===== config.mk =====
export PLATFORM = sky130hd
export DESIGN_NAME = q15_pid_with_integral_clamp
export DESIGN_NICKNAME = d
export VERILOG_FILES = /design/src/design/qpid_pkg.sv /design/src/design/q15_pid_with_integral_clamp.sv
export SDC_FILE = /design/constraint.sdc
export NUM_CORES = 2
export LEC_CHECK = 0
export ABC_AREA = 1
export BUFFER_PORTS_ARGS = -buffer_cell sky130_fd_sc_hd__buf_2
export CAP_MARGIN = 20
export CORE_MARGIN = 3
export CORE_UTILIZATION = 55
export CTS_BUF_LIST = sky130_fd_sc_hd__clkbuf_4
export CTS_CLUSTER_DIAMETER = 40
export DETAILED_ROUTE_END_ITERATION = 8
export GPL_TIMING_DRIVEN = 1
export PLACE_DENSITY = 0.71
export SKIP_LAST_GASP = 1
export SLEW_MARGIN = 10
export SYNTH_ARGS = -nofsm -noshare
export SYNTH_HDL_FRONTEND = slang
export SYNTH_SLANG_ARGS = --single-unit

===== constraint.sdc =====
create_clock -name clk -period 8.56 [get_ports clk]
set_input_delay 0.856 -clock clk [delete_from_list [all_inputs] [get_ports clk]]
set_output_delay 0.856 -clock clk [all_outputs]
set_load 0.05 [all_outputs]

===== src/design/qpid_pkg.sv =====
// ----------------------------------------------------------------------------
// qpid_pkg: shared types and constants of the Q15 PID controller
// Register indexes, sequencer states, limits and the Q15 saturation helper.
// ----------------------------------------------------------------------------
package qpid_pkg;

    localparam int unsigned DataW = 16;
    localparam int unsigned CfgAddrW = 3;
    localparam int unsigned ProdW = 34;
    localparam int unsigned SumW = 18;
    localparam int unsigned DivSteps = 16;
    localparam int unsigned DivCntW = 4;

    // Accepted sample period range in ms, both ends inclusive.
    localparam logic [DataW-1:0] TS_MIN = 16'd51;
    localparam logic [DataW-1:0] TS_MAX = 16'd19999;

    localparam logic [CfgAddrW-1:0] REG_PROP_GAIN = 3'd0;
    localparam logic [CfgAddrW-1:0] REG_DERIV_GAIN = 3'd1;
    localparam logic [CfgAddrW-1:0] REG_INT_TIME = 3'd2;
    localparam logic [CfgAddrW-1:0] REG_INT_LIMIT = 3'd3;
    localparam logic [CfgAddrW-1:0] REG_SAMPLE_PERIOD = 3'd4;
    localparam logic [CfgAddrW-1:0] REG_OUTPUT_MAX = 3'd5;

    localparam logic [DataW-1:0] SAMPLE_PERIOD_RST = 16'd100;
    localparam logic [14:0] OUTPUT_MAX_RST = 15'h7FFF;

    typedef enum logic [3:0] {
        S_IDLE,
        S_CHECK,
        S_DIV,
        S_MUL_I,
        S_ACC,
        S_MUL_P,
        S_MUL_D,
        S_SUM,
        S_DONE
    } state_t;

    // Floor shift by 15 of a signed product, saturated to 16 bits.
    function automatic logic signed [DataW-1:0] q15_sat(input logic signed [ProdW-1:0] p);
        logic signed [ProdW-16:0] q;
        begin
            q = p[ProdW-1:15];
            if (q > $signed(19'sd32767)) begin
                q15_sat = 16'sh7FFF;
            end
            else if (q < $signed(-19'sd32768)) begin
                q15_sat = 16'sh8000;
            end
            else begin
                q15_sat = q[DataW-1:0];
            end
        end
    endfunction

endpackage


===== src/design/q15_pid_with_integral_clamp.sv =====
// ----------------------------------------------------------------------------
// q15_pid_with_integral_clamp: discrete PID step with Q15 gains
// One item runs one control step or clears the controller state.
// ----------------------------------------------------------------------------
// Each item is accepted in S_IDLE and checked in S_CHECK, then runs a serial
// restoring division in S_DIV when the integral is enabled and its time
// constant differs from the cached one, then the multiply and add states
// S_MUL_I, S_ACC, S_MUL_P, S_MUL_D, S_SUM on one shared 17x17 multiplier
// (only S_MUL_P, S_MUL_D, S_SUM when the integral is disabled), then S_DONE
// hands the result to the output register; a clear or a parameter error goes
// from S_CHECK to S_DONE. The block takes no new item until the current one
// has reached the output register, so a stalled output adds its stall cycles
// to the next item; a waiting result does not block acceptance of the next.
// Configuration writes are taken in any cycle and must only be issued while
// the block is idle.
module q15_pid_with_integral_clamp (
    input  logic        clk,
    input  logic        rst_n,
    input  logic        s_axis_tvalid,
    output logic        s_axis_tready,
    input  logic [31:0] s_axis_tdata,   // [15:0] setpoint, [31:16] measured
    input  logic        s_axis_tuser,   // [0] func: 0 run a step, 1 clear state
    output logic        m_axis_tvalid,
    input  logic        m_axis_tready,
    output logic [15:0] m_axis_tdata,   // [15:0] drive
    output logic        m_axis_tuser,   // [0] param_error
    input  logic        cfg_valid,
    output logic        cfg_ready,
    input  logic [qpid_pkg::CfgAddrW-1:0] cfg_addr,
    input  logic [qpid_pkg::DataW-1:0]    cfg_data
);
    import qpid_pkg::*;

    state_t state_reg, state_next;

    logic signed [DataW-1:0] prop_gain_reg, deriv_gain_reg;
    logic [DataW-1:0] int_time_reg, sample_period_reg;
    logic [14:0] int_limit_reg, output_max_reg;

    logic [31:0] integral_acc_reg;
    logic signed [DataW-1:0] last_error_reg;
    logic [DataW-1:0] integral_gain_reg, cached_time_reg;

    logic func_reg;
    logic signed [DataW-1:0] err_reg;
    logic signed [ProdW-1:0] prod_reg;
    logic signed [SumW-1:0] sum_reg;
    logic [DataW-1:0] rem_reg, quo_reg;
    logic [DivCntW-1:0] cnt_reg;
    logic signed [DataW-1:0] res_drive_reg;
    logic res_perr_reg;

    logic out_valid_reg;
    logic [DataW-1:0] out_drive_reg;
    logic out_perr_reg;

    logic params_ok, int_enabled, gain_stale, out_free;
    logic signed [DataW:0] mul_a, mul_b;
    logic signed [DataW-1:0] diff;
    logic [DataW:0] div_shift;
    logic div_bit;
    logic [31:0] acc_sum;
    logic signed [DataW-1:0] acc_hi, lim_s, hi_clamped;
    logic signed [SumW-1:0] total, om_s;
    logic signed [DataW-1:0] total_clamped;

    assign params_ok = (sample_period_reg >= TS_MIN) && (sample_period_reg <= TS_MAX)
                       && (output_max_reg != 15'd0);
    assign int_enabled = {1'b0, int_time_reg} > {sample_period_reg, 1'b0};
    assign gain_stale = int_time_reg != cached_time_reg;
    assign out_free = !out_valid_reg || m_axis_tready;

    // Restoring division step; the remainder always stays below the divisor.
    assign div_shift = {rem_reg, 1'b0};
    assign div_bit = div_shift >= {1'b0, int_time_reg};

    assign diff = err_reg - last_error_reg;

    // Integral update: wrap the 32-bit sum, then clamp its upper half.
    assign acc_sum = integral_acc_reg + prod_reg[31:0];
    assign acc_hi = acc_sum[31:16];
    assign lim_s = $signed({1'b0, int_limit_reg});
    always_comb
    begin
        if (acc_hi > lim_s) begin
            hi_clamped = lim_s;
        end
        else if (acc_hi < -lim_s) begin
            hi_clamped = -lim_s;
        end
        else begin
            hi_clamped = acc_hi;
        end
    end

    assign total = sum_reg + SumW'(q15_sat(prod_reg));
    assign om_s = $signed({3'b000, output_max_reg});
    always_comb
    begin
        if (total > om_s) begin
            total_clamped = om_s[DataW-1:0];
        end
        else if (total < -om_s) begin
            total_clamped = -om_s[DataW-1:0];
        end
        else begin
            total_clamped = total[DataW-1:0];
        end
    end

    // Operand selection for the shared multiplier.
    always_comb
    begin
        case (state_reg)
            S_MUL_I:
            begin
                mul_a = $signed({1'b0, integral_gain_reg});
                mul_b = {err_reg[DataW-1], err_reg};
            end
            S_MUL_D:
            begin
                mul_a = {deriv_gain_reg[DataW-1], deriv_gain_reg};
                mul_b = {diff[DataW-1], diff};
            end
            default:
            begin
                mul_a = {prop_gain_reg[DataW-1], prop_gain_reg};
                mul_b = {err_reg[DataW-1], err_reg};
            end
        endcase
    end

    // Sequencer next state.
    always_comb
    begin
        state_next = state_reg;
        case (state_reg)
            S_IDLE:
            begin
                if (s_axis_tvalid) begin
                    state_next = S_CHECK;
                end
            end
            S_CHECK:
            begin
                if (func_reg || !params_ok) begin
                    state_next = S_DONE;
                end
                else if (!int_enabled) begin
                    state_next = S_MUL_P;
                end
                else if (gain_stale) begin
                    state_next = S_DIV;
                end
                else begin
                    state_next = S_MUL_I;
                end
            end
            S_DIV:
            begin
                if (cnt_reg == DivCntW'(DivSteps - 1)) begin
                    state_next = S_MUL_I;
                end
            end
            S_MUL_I: state_next = S_ACC;
            S_ACC: state_next = S_MUL_P;
            S_MUL_P: state_next = S_MUL_D;
            S_MUL_D: state_next = S_SUM;
            S_SUM: state_next = S_DONE;
            S_DONE:
            begin
                if (out_free) begin
                    state_next = S_IDLE;
                end
            end
            default: state_next = S_IDLE;
        endcase
    end

    // Handshake outputs.
    always_comb
    begin
        s_axis_tready = state_reg == S_IDLE;
        cfg_ready = 1'b1;
        m_axis_tvalid = out_valid_reg;
        m_axis_tdata = out_drive_reg;
        m_axis_tuser = out_perr_reg;
    end

    always_ff @(posedge clk or negedge rst_n)
    begin
        if (!rst_n) begin
            state_reg <= S_IDLE;
        end
        else begin
            state_reg <= state_next;
        end
    end

    // Configuration registers.
    always_ff @(posedge clk or negedge rst_n)
    begin
        if (!rst_n) begin
            prop_gain_reg <= '0;
            deriv_gain_reg <= '0;
            int_time_reg <= '0;
            int_limit_reg <= '0;
            sample_period_reg <= SAMPLE_PERIOD_RST;
            output_max_reg <= OUTPUT_MAX_RST;
        end
        else if (cfg_valid) begin
            case (cfg_addr)
                REG_PROP_GAIN: prop_gain_reg <= cfg_data;
                REG_DERIV_GAIN: deriv_gain_reg <= cfg_data;
                REG_INT_TIME: int_time_reg <= cfg_data;
                REG_INT_LIMIT: int_limit_reg <= cfg_data[14:0];
                REG_SAMPLE_PERIOD: sample_period_reg <= cfg_data;
                REG_OUTPUT_MAX: output_max_reg <= cfg_data[14:0];
                default: ;
            endcase
        end
    end

    // Controller state.
    always_ff @(posedge clk or negedge rst_n)
    begin
        if (!rst_n) begin
            integral_acc_reg <= '0;
            last_error_reg <= '0;
            integral_gain_reg <= '0;
            cached_time_reg <= '0;
        end
        else begin
            case (state_reg)
                S_CHECK:
                begin
                    if (func_reg) begin
                        integral_acc_reg <= '0;
                        last_error_reg <= '0;
                    end
                    else if (params_ok && !int_enabled) begin
                        integral_acc_reg <= '0;
                    end
                end
                S_DIV:
                begin
                    if (cnt_reg == DivCntW'(DivSteps - 1)) begin
                        integral_gain_reg <= {quo_reg[DataW-2:0], div_bit};
                        cached_time_reg <= int_time_reg;
                    end
                end
                S_ACC: integral_acc_reg <= {hi_clamped, acc_sum[15:0]};
                S_SUM: last_error_reg <= err_reg;
                default: ;
            endcase
        end
    end

    // Working registers of one item.
    always_ff @(posedge clk)
    begin
        prod_reg <= mul_a * mul_b;
        case (state_reg)
            S_IDLE:
            begin
                func_reg <= s_axis_tuser;
                err_reg <= s_axis_tdata[15:0] - s_axis_tdata[31:16];
            end
            S_CHECK:
            begin
                rem_reg <= sample_period_reg;
                cnt_reg <= '0;
                res_drive_reg <= '0;
                res_perr_reg <= !func_reg && !params_ok;
            end
            S_DIV:
            begin
                rem_reg <= div_bit ? DataW'(div_shift - {1'b0, int_time_reg})
                                   : div_shift[DataW-1:0];
                quo_reg <= {quo_reg[DataW-2:0], div_bit};
                cnt_reg <= cnt_reg + 1'b1;
            end
            S_MUL_D: sum_reg <= SumW'(q15_sat(prod_reg)) + SumW'($signed(integral_acc_reg[31:16]));
            S_SUM:
            begin
                res_drive_reg <= total_clamped;
                res_perr_reg <= 1'b0;
            end
            default: ;
        endcase
    end

    // Output register: loaded when the finished item finds it free.
    always_ff @(posedge clk or negedge rst_n)
    begin
        if (!rst_n) begin
            out_valid_reg <= 1'b0;
        end
        else if (state_reg == S_DONE && out_free) begin
            out_valid_reg <= 1'b1;
        end
        else if (m_axis_tready) begin
            out_valid_reg <= 1'b0;
        end
    end

    always_ff @(posedge clk)
    begin
        if (state_reg == S_DONE && out_free) begin
            out_drive_reg <= res_drive_reg;
            out_perr_reg <= res_perr_reg;
        end
    end

endmodule


Yosys cells after proc, flatten, opt, wreduce, memory -nomap -nowiden
Index checks and enable logic that the tools add are counted.
{"block": "totals", "register_bits": 317, "in_bits": 57, "output_inout_bits": 20, "wordCells": 120}
{"block": "op_classes", "add_sub_neg": 10, "mul": 1, "order_cmp": 10, "eq_ne": 20, "muxes": 28, "reduce_logical": 28}
{"operator": "$mux 16", "n": 9}
{"operator": "$pmux 16 s2", "n": 3}
{"operator": "$mux 32", "n": 2}
{"operator": "$pmux 32 s2", "n": 1}
{"operator": "$sub 16x16->16", "n": 3}
{"operator": "$pmux 4 s9", "n": 1}
{"operator": "$mul 17x17->34", "n": 1}
{"operator": "$pmux 17 s2", "n": 1}
{"operator": "$add 32x32->32", "n": 1}
{"operator": "$neg 15->16", "n": 2}
{"operator": "$gt 19x16->1 const B", "n": 1}
{"operator": "$lt 19x16->1 const B", "n": 1}
{"operator": "$add 18x16->18", "n": 1}
{"operator": "$gt 18x16->1", "n": 1}
{"operator": "$lt 18x18->1", "n": 1}
{"operator": "$neg 15->18", "n": 1}
{"operator": "$reduce_and 2->1", "n": 9}
{"operator": "$add 16x16->17", "n": 1}
{"operator": "$ge 17x16->1", "n": 1}
{"operator": "$gt 16x17->1", "n": 1}
{"operator": "$mux 17", "n": 1}
{"operator": "$eq 4x3->1 const B", "n": 4}
{"operator": "$ge 16x6->1 const B", "n": 1}
{"operator": "$gt 16x16->1", "n": 1}
{"operator": "other kinds (25)", "n": 48}

Logic depth before layout (Yosys ltp)
{"block": "depth", "word_depth": 8, "ltp_mapped": 35}

Least setup slack after synthesis
OpenSTA, ideal clock, no wires.
{"block": "synth_path", "kind": "reg2reg", "from": "register last_error_reg[0]", "to": "register prod_reg[32]", "setup_time_ns": 0.112, "arrival_time_ns": 6.661, "path_slack_ns": 1.787, "stages_incl_launch_ff": 30, "n_path_buf": 0, "period_less_slack_ns": 6.773, "path_cell_list": "dfrtp_1 > ha_1 > fa_1 > o21ai_2 > a21oi_1 > o21ai_1 > nand3_1 > nand2_1 > xor2_1 > nand2_1 > nand2_1 > nor2_1 > fa_1 > fa_1 > inv_1 > fa_1 > inv_1 > fa_1 > fa_1 > inv_1 > fa_1 > inv_1 > ha_1 > a21o_1 > a21oi_1 > o21bai_1 > a221oi_1 > nand2_1 > nand2_1 > nand2_1"}
{"block": "synth_via", "elab_chain_cells": 3}
{"element": "from (decl)", "line_no": "q15_pid_with_integral_clamp.sv:41", "rtl": "logic signed [DataW-1:0] last_error_reg;"}
{"element": "from (signal assigned)", "line_no": "q15_pid_with_integral_clamp.sv:253", "rtl": "S_SUM: last_error_reg <= err_reg;"}
{"element": "$sub 16x16->16", "line_no": "q15_pid_with_integral_clamp.sv:77", "rtl": "assign diff = err_reg - last_error_reg;"}
{"element": "$mux 17", "line_no": "q15_pid_with_integral_clamp.sv:114", "rtl": "case (state_reg)"}
{"element": "$mul 17x17->34", "line_no": "q15_pid_with_integral_clamp.sv:262", "rtl": "prod_reg <= mul_a * mul_b;"}
{"element": "to (signal assigned)", "line_no": "q15_pid_with_integral_clamp.sv:262"}
{"element": "to (decl)", "line_no": "q15_pid_with_integral_clamp.sv:46", "rtl": "logic signed [ProdW-1:0] prod_reg;"}
Every way passes these cells.
A chain may end at the register's enable or synchronous reset.

Final worst setup path
{"block": "layout_path", "from": "register state_reg[3]", "to": "register prod_reg[26]"}
{"block": "layout_via", "elab_chain_cells": 3, "elab_cells_between_ends": 5, "classes_between": "1 x mul; 2 x eq/ne; 2 x mux"}
{"element": "from (decl)", "line_no": "q15_pid_with_integral_clamp.sv:34", "rtl": "state_t state_reg, state_next;"}
{"element": "from (signal assigned)", "line_no": "q15_pid_with_integral_clamp.sv:196", "rtl": "state_reg <= state_next;"}
{"element": "$eq 4x3->1 or $eq 4x2->1 (tied branches)", "line_no": "q15_pid_with_integral_clamp.sv:114"}
{"element": "$pmux 17 s2 or $mux 17 (tied branches)", "line_no": "q15_pid_with_integral_clamp.sv:114"}
{"element": "$mul 17x17->34 *", "line_no": "q15_pid_with_integral_clamp.sv:262"}
Every way passes the cells marked *; elsewhere a longest branch is shown, timed or not.

==> summary.txt <==
Worst hold path
  • Min-delay worst type: input pin to register

Global routing
  • Vias in the first global route: 26803
  • Largest net degree at the start of global routing: 68
  • Initial antenna violation count: 3
  • GRT Overall Usage: 30.0%
  • First-pass GRT wire length: 143 mm
  • Grt ovf: 0

CTS
  • CTS Buf Count: 87
  • Max H-tree Level: 3
  • Max Buffers Root-to-Sink: 3
  • Clk root buf: clkbuf_4
  • Clock Latency Late Sink: 0.83 ns
  • Clock-pin slew on the worst setup and hold paths: 0.07 ns
  • Clock sink count: 316
  • CTS tree: done

Floorplan
  • Core ar.: 56900 µm²
  • Die ar.: 61000 µm²
  • Row count: 87
  • Die Y: 247 µm
  • I/O pin count: 77
  • Initial Util: 56.1%
  • Die Wd: 247 µm

Yosys
  • Synth Flop Type: dfrtp_1
  • FFs w/ async S/R, synth: 56.6%
  • Yosys warnings: 0
  • Synth area leaders: fa_1 19%, dfrtp_1 13%, ha_1 11%, nand2_1 11%, edfxtp_1 9.7%
  • Count leader, synth: nand2_1
  • Mapped cell area: 31900 µm²
  • Syn avg cell area: 8.00 µm²
  • Flops & latches, synth: 316
  • Register area share after synthesis: 25.9%
  • Post-synth top area share: 19.0%
  • Synth Instances: 3995
  • Yosys cell types: 58
  • Mapped Nets: 4629
  • Post-synth EDFFs: 103
  • Area leader, netlist: fa_1
  • Most common library cells after synthesis: 898 x nand2_1, 688 x inv_1, 309 x nor2_1, 303 x fa_1, 274 x ha_1

Detailed routing
  • Via count: 26807
  • Pre-antenna DRT Iters: 5
  • Antenna-violating nets left: 0
  • Routed WL per cell: 18.1 µm
  • DR iter-0 viols: 1843
  • Via/cell ratio: 5.42
  • WL final: 89.3 mm
  • DR DRC count: 0

Place
  • Dpl cells: 4777
  • Port bufs: 75
  • Dpl ws: 0.648 ns
  • Final GP Congestion: 1.03
  • Hpwl dp: 73.2 mm

Timing
  • RSZ-0062 raised after global routing: false
  • Final Cycle Share: 92.8%
  • FMAX: 0.126 GHz
  • Final setup viols: 0
  • Slew headroom: 30.3%
  • Final WS setup: 0.620 ns
  • Min Tclk post-route: 7.94 ns
  • Tightest Pin Transition: 1.04 ns
  • Max Slew Vio Count: 0
  • Setup TNS: 0 ns
  • Clk_skew: 0.0714 ns
  • Final Hold Fails: 0

Critical path
  • Worst setup SP type: register
  • Internal reg-to-reg setup slack: 0.62 ns
  • Critical Path RT: 9.26 ns
  • Critical path type: register to register
  • Critical path fanouts, max: 30
  • Worst EP arrival: 8.64 ns
  • Setup crit end kind: register

Run status
  • Status: finished clean

Final layout
  • Non-Filler Instances: 4945
  • Fraction of layout cells with a size suffix above 1: 8.98%
  • Max reg flops: 34
  • Multi-input gate area: 20600 µm²
  • Nets: 4746
  • Number of fill cells: 5226
  • FF+latch area: 8280 µm²
  • Area grow syn2layout: 7.85%

Run
  • MaxCap Viol Count: 0
-- final timing paths --
path | endpoint | depth (start not counted) | start
setup / recovery | prod_reg[26] | 25 | state_reg[3]
min in group asynchronous | int_time_reg[14] | 2 | rst_n
hold / removal | func_reg | 1 | s_axis_tuser
setup reg to reg | prod_reg[26] | 25 | state_reg[3]
max in group asynchronous | integral_acc_reg[7] | 3 | rst_n
hold reg to reg | m_axis_tdata[0] | 0 | res_drive_reg[0]
-- cells by family after synthesis --
kind of cell    count (synthesis)  synth area share, %
compound gates                569                 9.78
xor+xnor                      131                 3.65
fa+ha+maj                     577                 29.7
buf+inv                       801                 9.77
flops                         316                 25.9
mux                             1               0.0313
other cells                     1               0.0117
simple gates                 1599                 21.1
-- cell type report --
class / count / share of cell area [%]
Multi-Input combinational cell: 2878 / 59.7
Sequential cell: 316 / 24.0
Inverter: 708 / 7.72
Clock buffer: 129 / 2.81
Tap cell: 756 / 2.75
Timing Repair Buffer: 121 / 2.16
Clock inverter: 34 / 0.850
Antenna cell: 3 / 0.0218
-- through the flow --
stage          utilization, %  area (µm²)  hold WS, ns
6_report                 60.5       34400        0.263
3_3_place_gp             58.2       33100        0.401
4_1_cts                  60.5       34400        0.198
5_1_grt                  60.5       34400        0.218
3_5_place_dp             58.2       33200        0.405
2_1_floorplan               -       31900        0.400
-- critical path: stages, from the launching register on --
cell and delay (ns):
dfrtp_1 0.40, nor2_1 0.23, nand2_2 0.33, inv_4 0.41, nor2_2 0.16, buf_4 0.24, a21oi_2 0.67, inv_2 0.25
nor2_1 0.23, fa_1 0.45, fa_1 0.56, fa_1 0.53, fa_1 0.51, fa_1 0.54, inv_1 0.05, fa_1 0.52
inv_1 0.04, ha_1 0.40, nand2_1 0.13, inv_1 0.07, nand2_1 0.08, nor3_1 0.30, nand4_1 0.20, nand3_1 0.18
a21o_1 0.14, xor2_1 0.14
-- placed cells by master (no fill, tap or decap), types with 17 or more instances in the layout --
master,synthesis,final
edfxtp_1,103,103
dfrtp_1,161,161
nor3_1,32,32
fa_1,303,302
buf_2,26,74
inv_2,18,18
clkinv_1,1,19
o21ai_1,18,18
nand4_1,45,45
or2_2,21,21
buf_4,9,43
xnor2_1,44,44
inv_1,688,688
nor2_1,309,307
a21oi_1,191,191
nand3_1,228,228
clkbuf_4,0,129
ha_1,274,274
nand2_1,898,898
dfstp_2,18,18
o21ai_0,262,262
nor4_1,17,17
xor2_1,86,86
dfxtp_1,34,34
-- metal layers --
layer | GRT usage (%) | part of all wire [%]
met5 | 0 | 0
met3 | 4.24 | 6.1
met1 | 38.9 | 42
met2 | 49.3 | 46
met4 | 15.3 | 5.6
-- repair_timing --
action,4_1_cts,5_1_grt
resized for setup,0,1
endpoints found under the hold margin,49,0
setup buffers,0,0
endpoints found under the setup margin,0,1
hold buffers,1,0
Power is left out: the tool's default activity adds up to more than one toggle a clock period on the data nets, which glitch-free logic cannot reach.
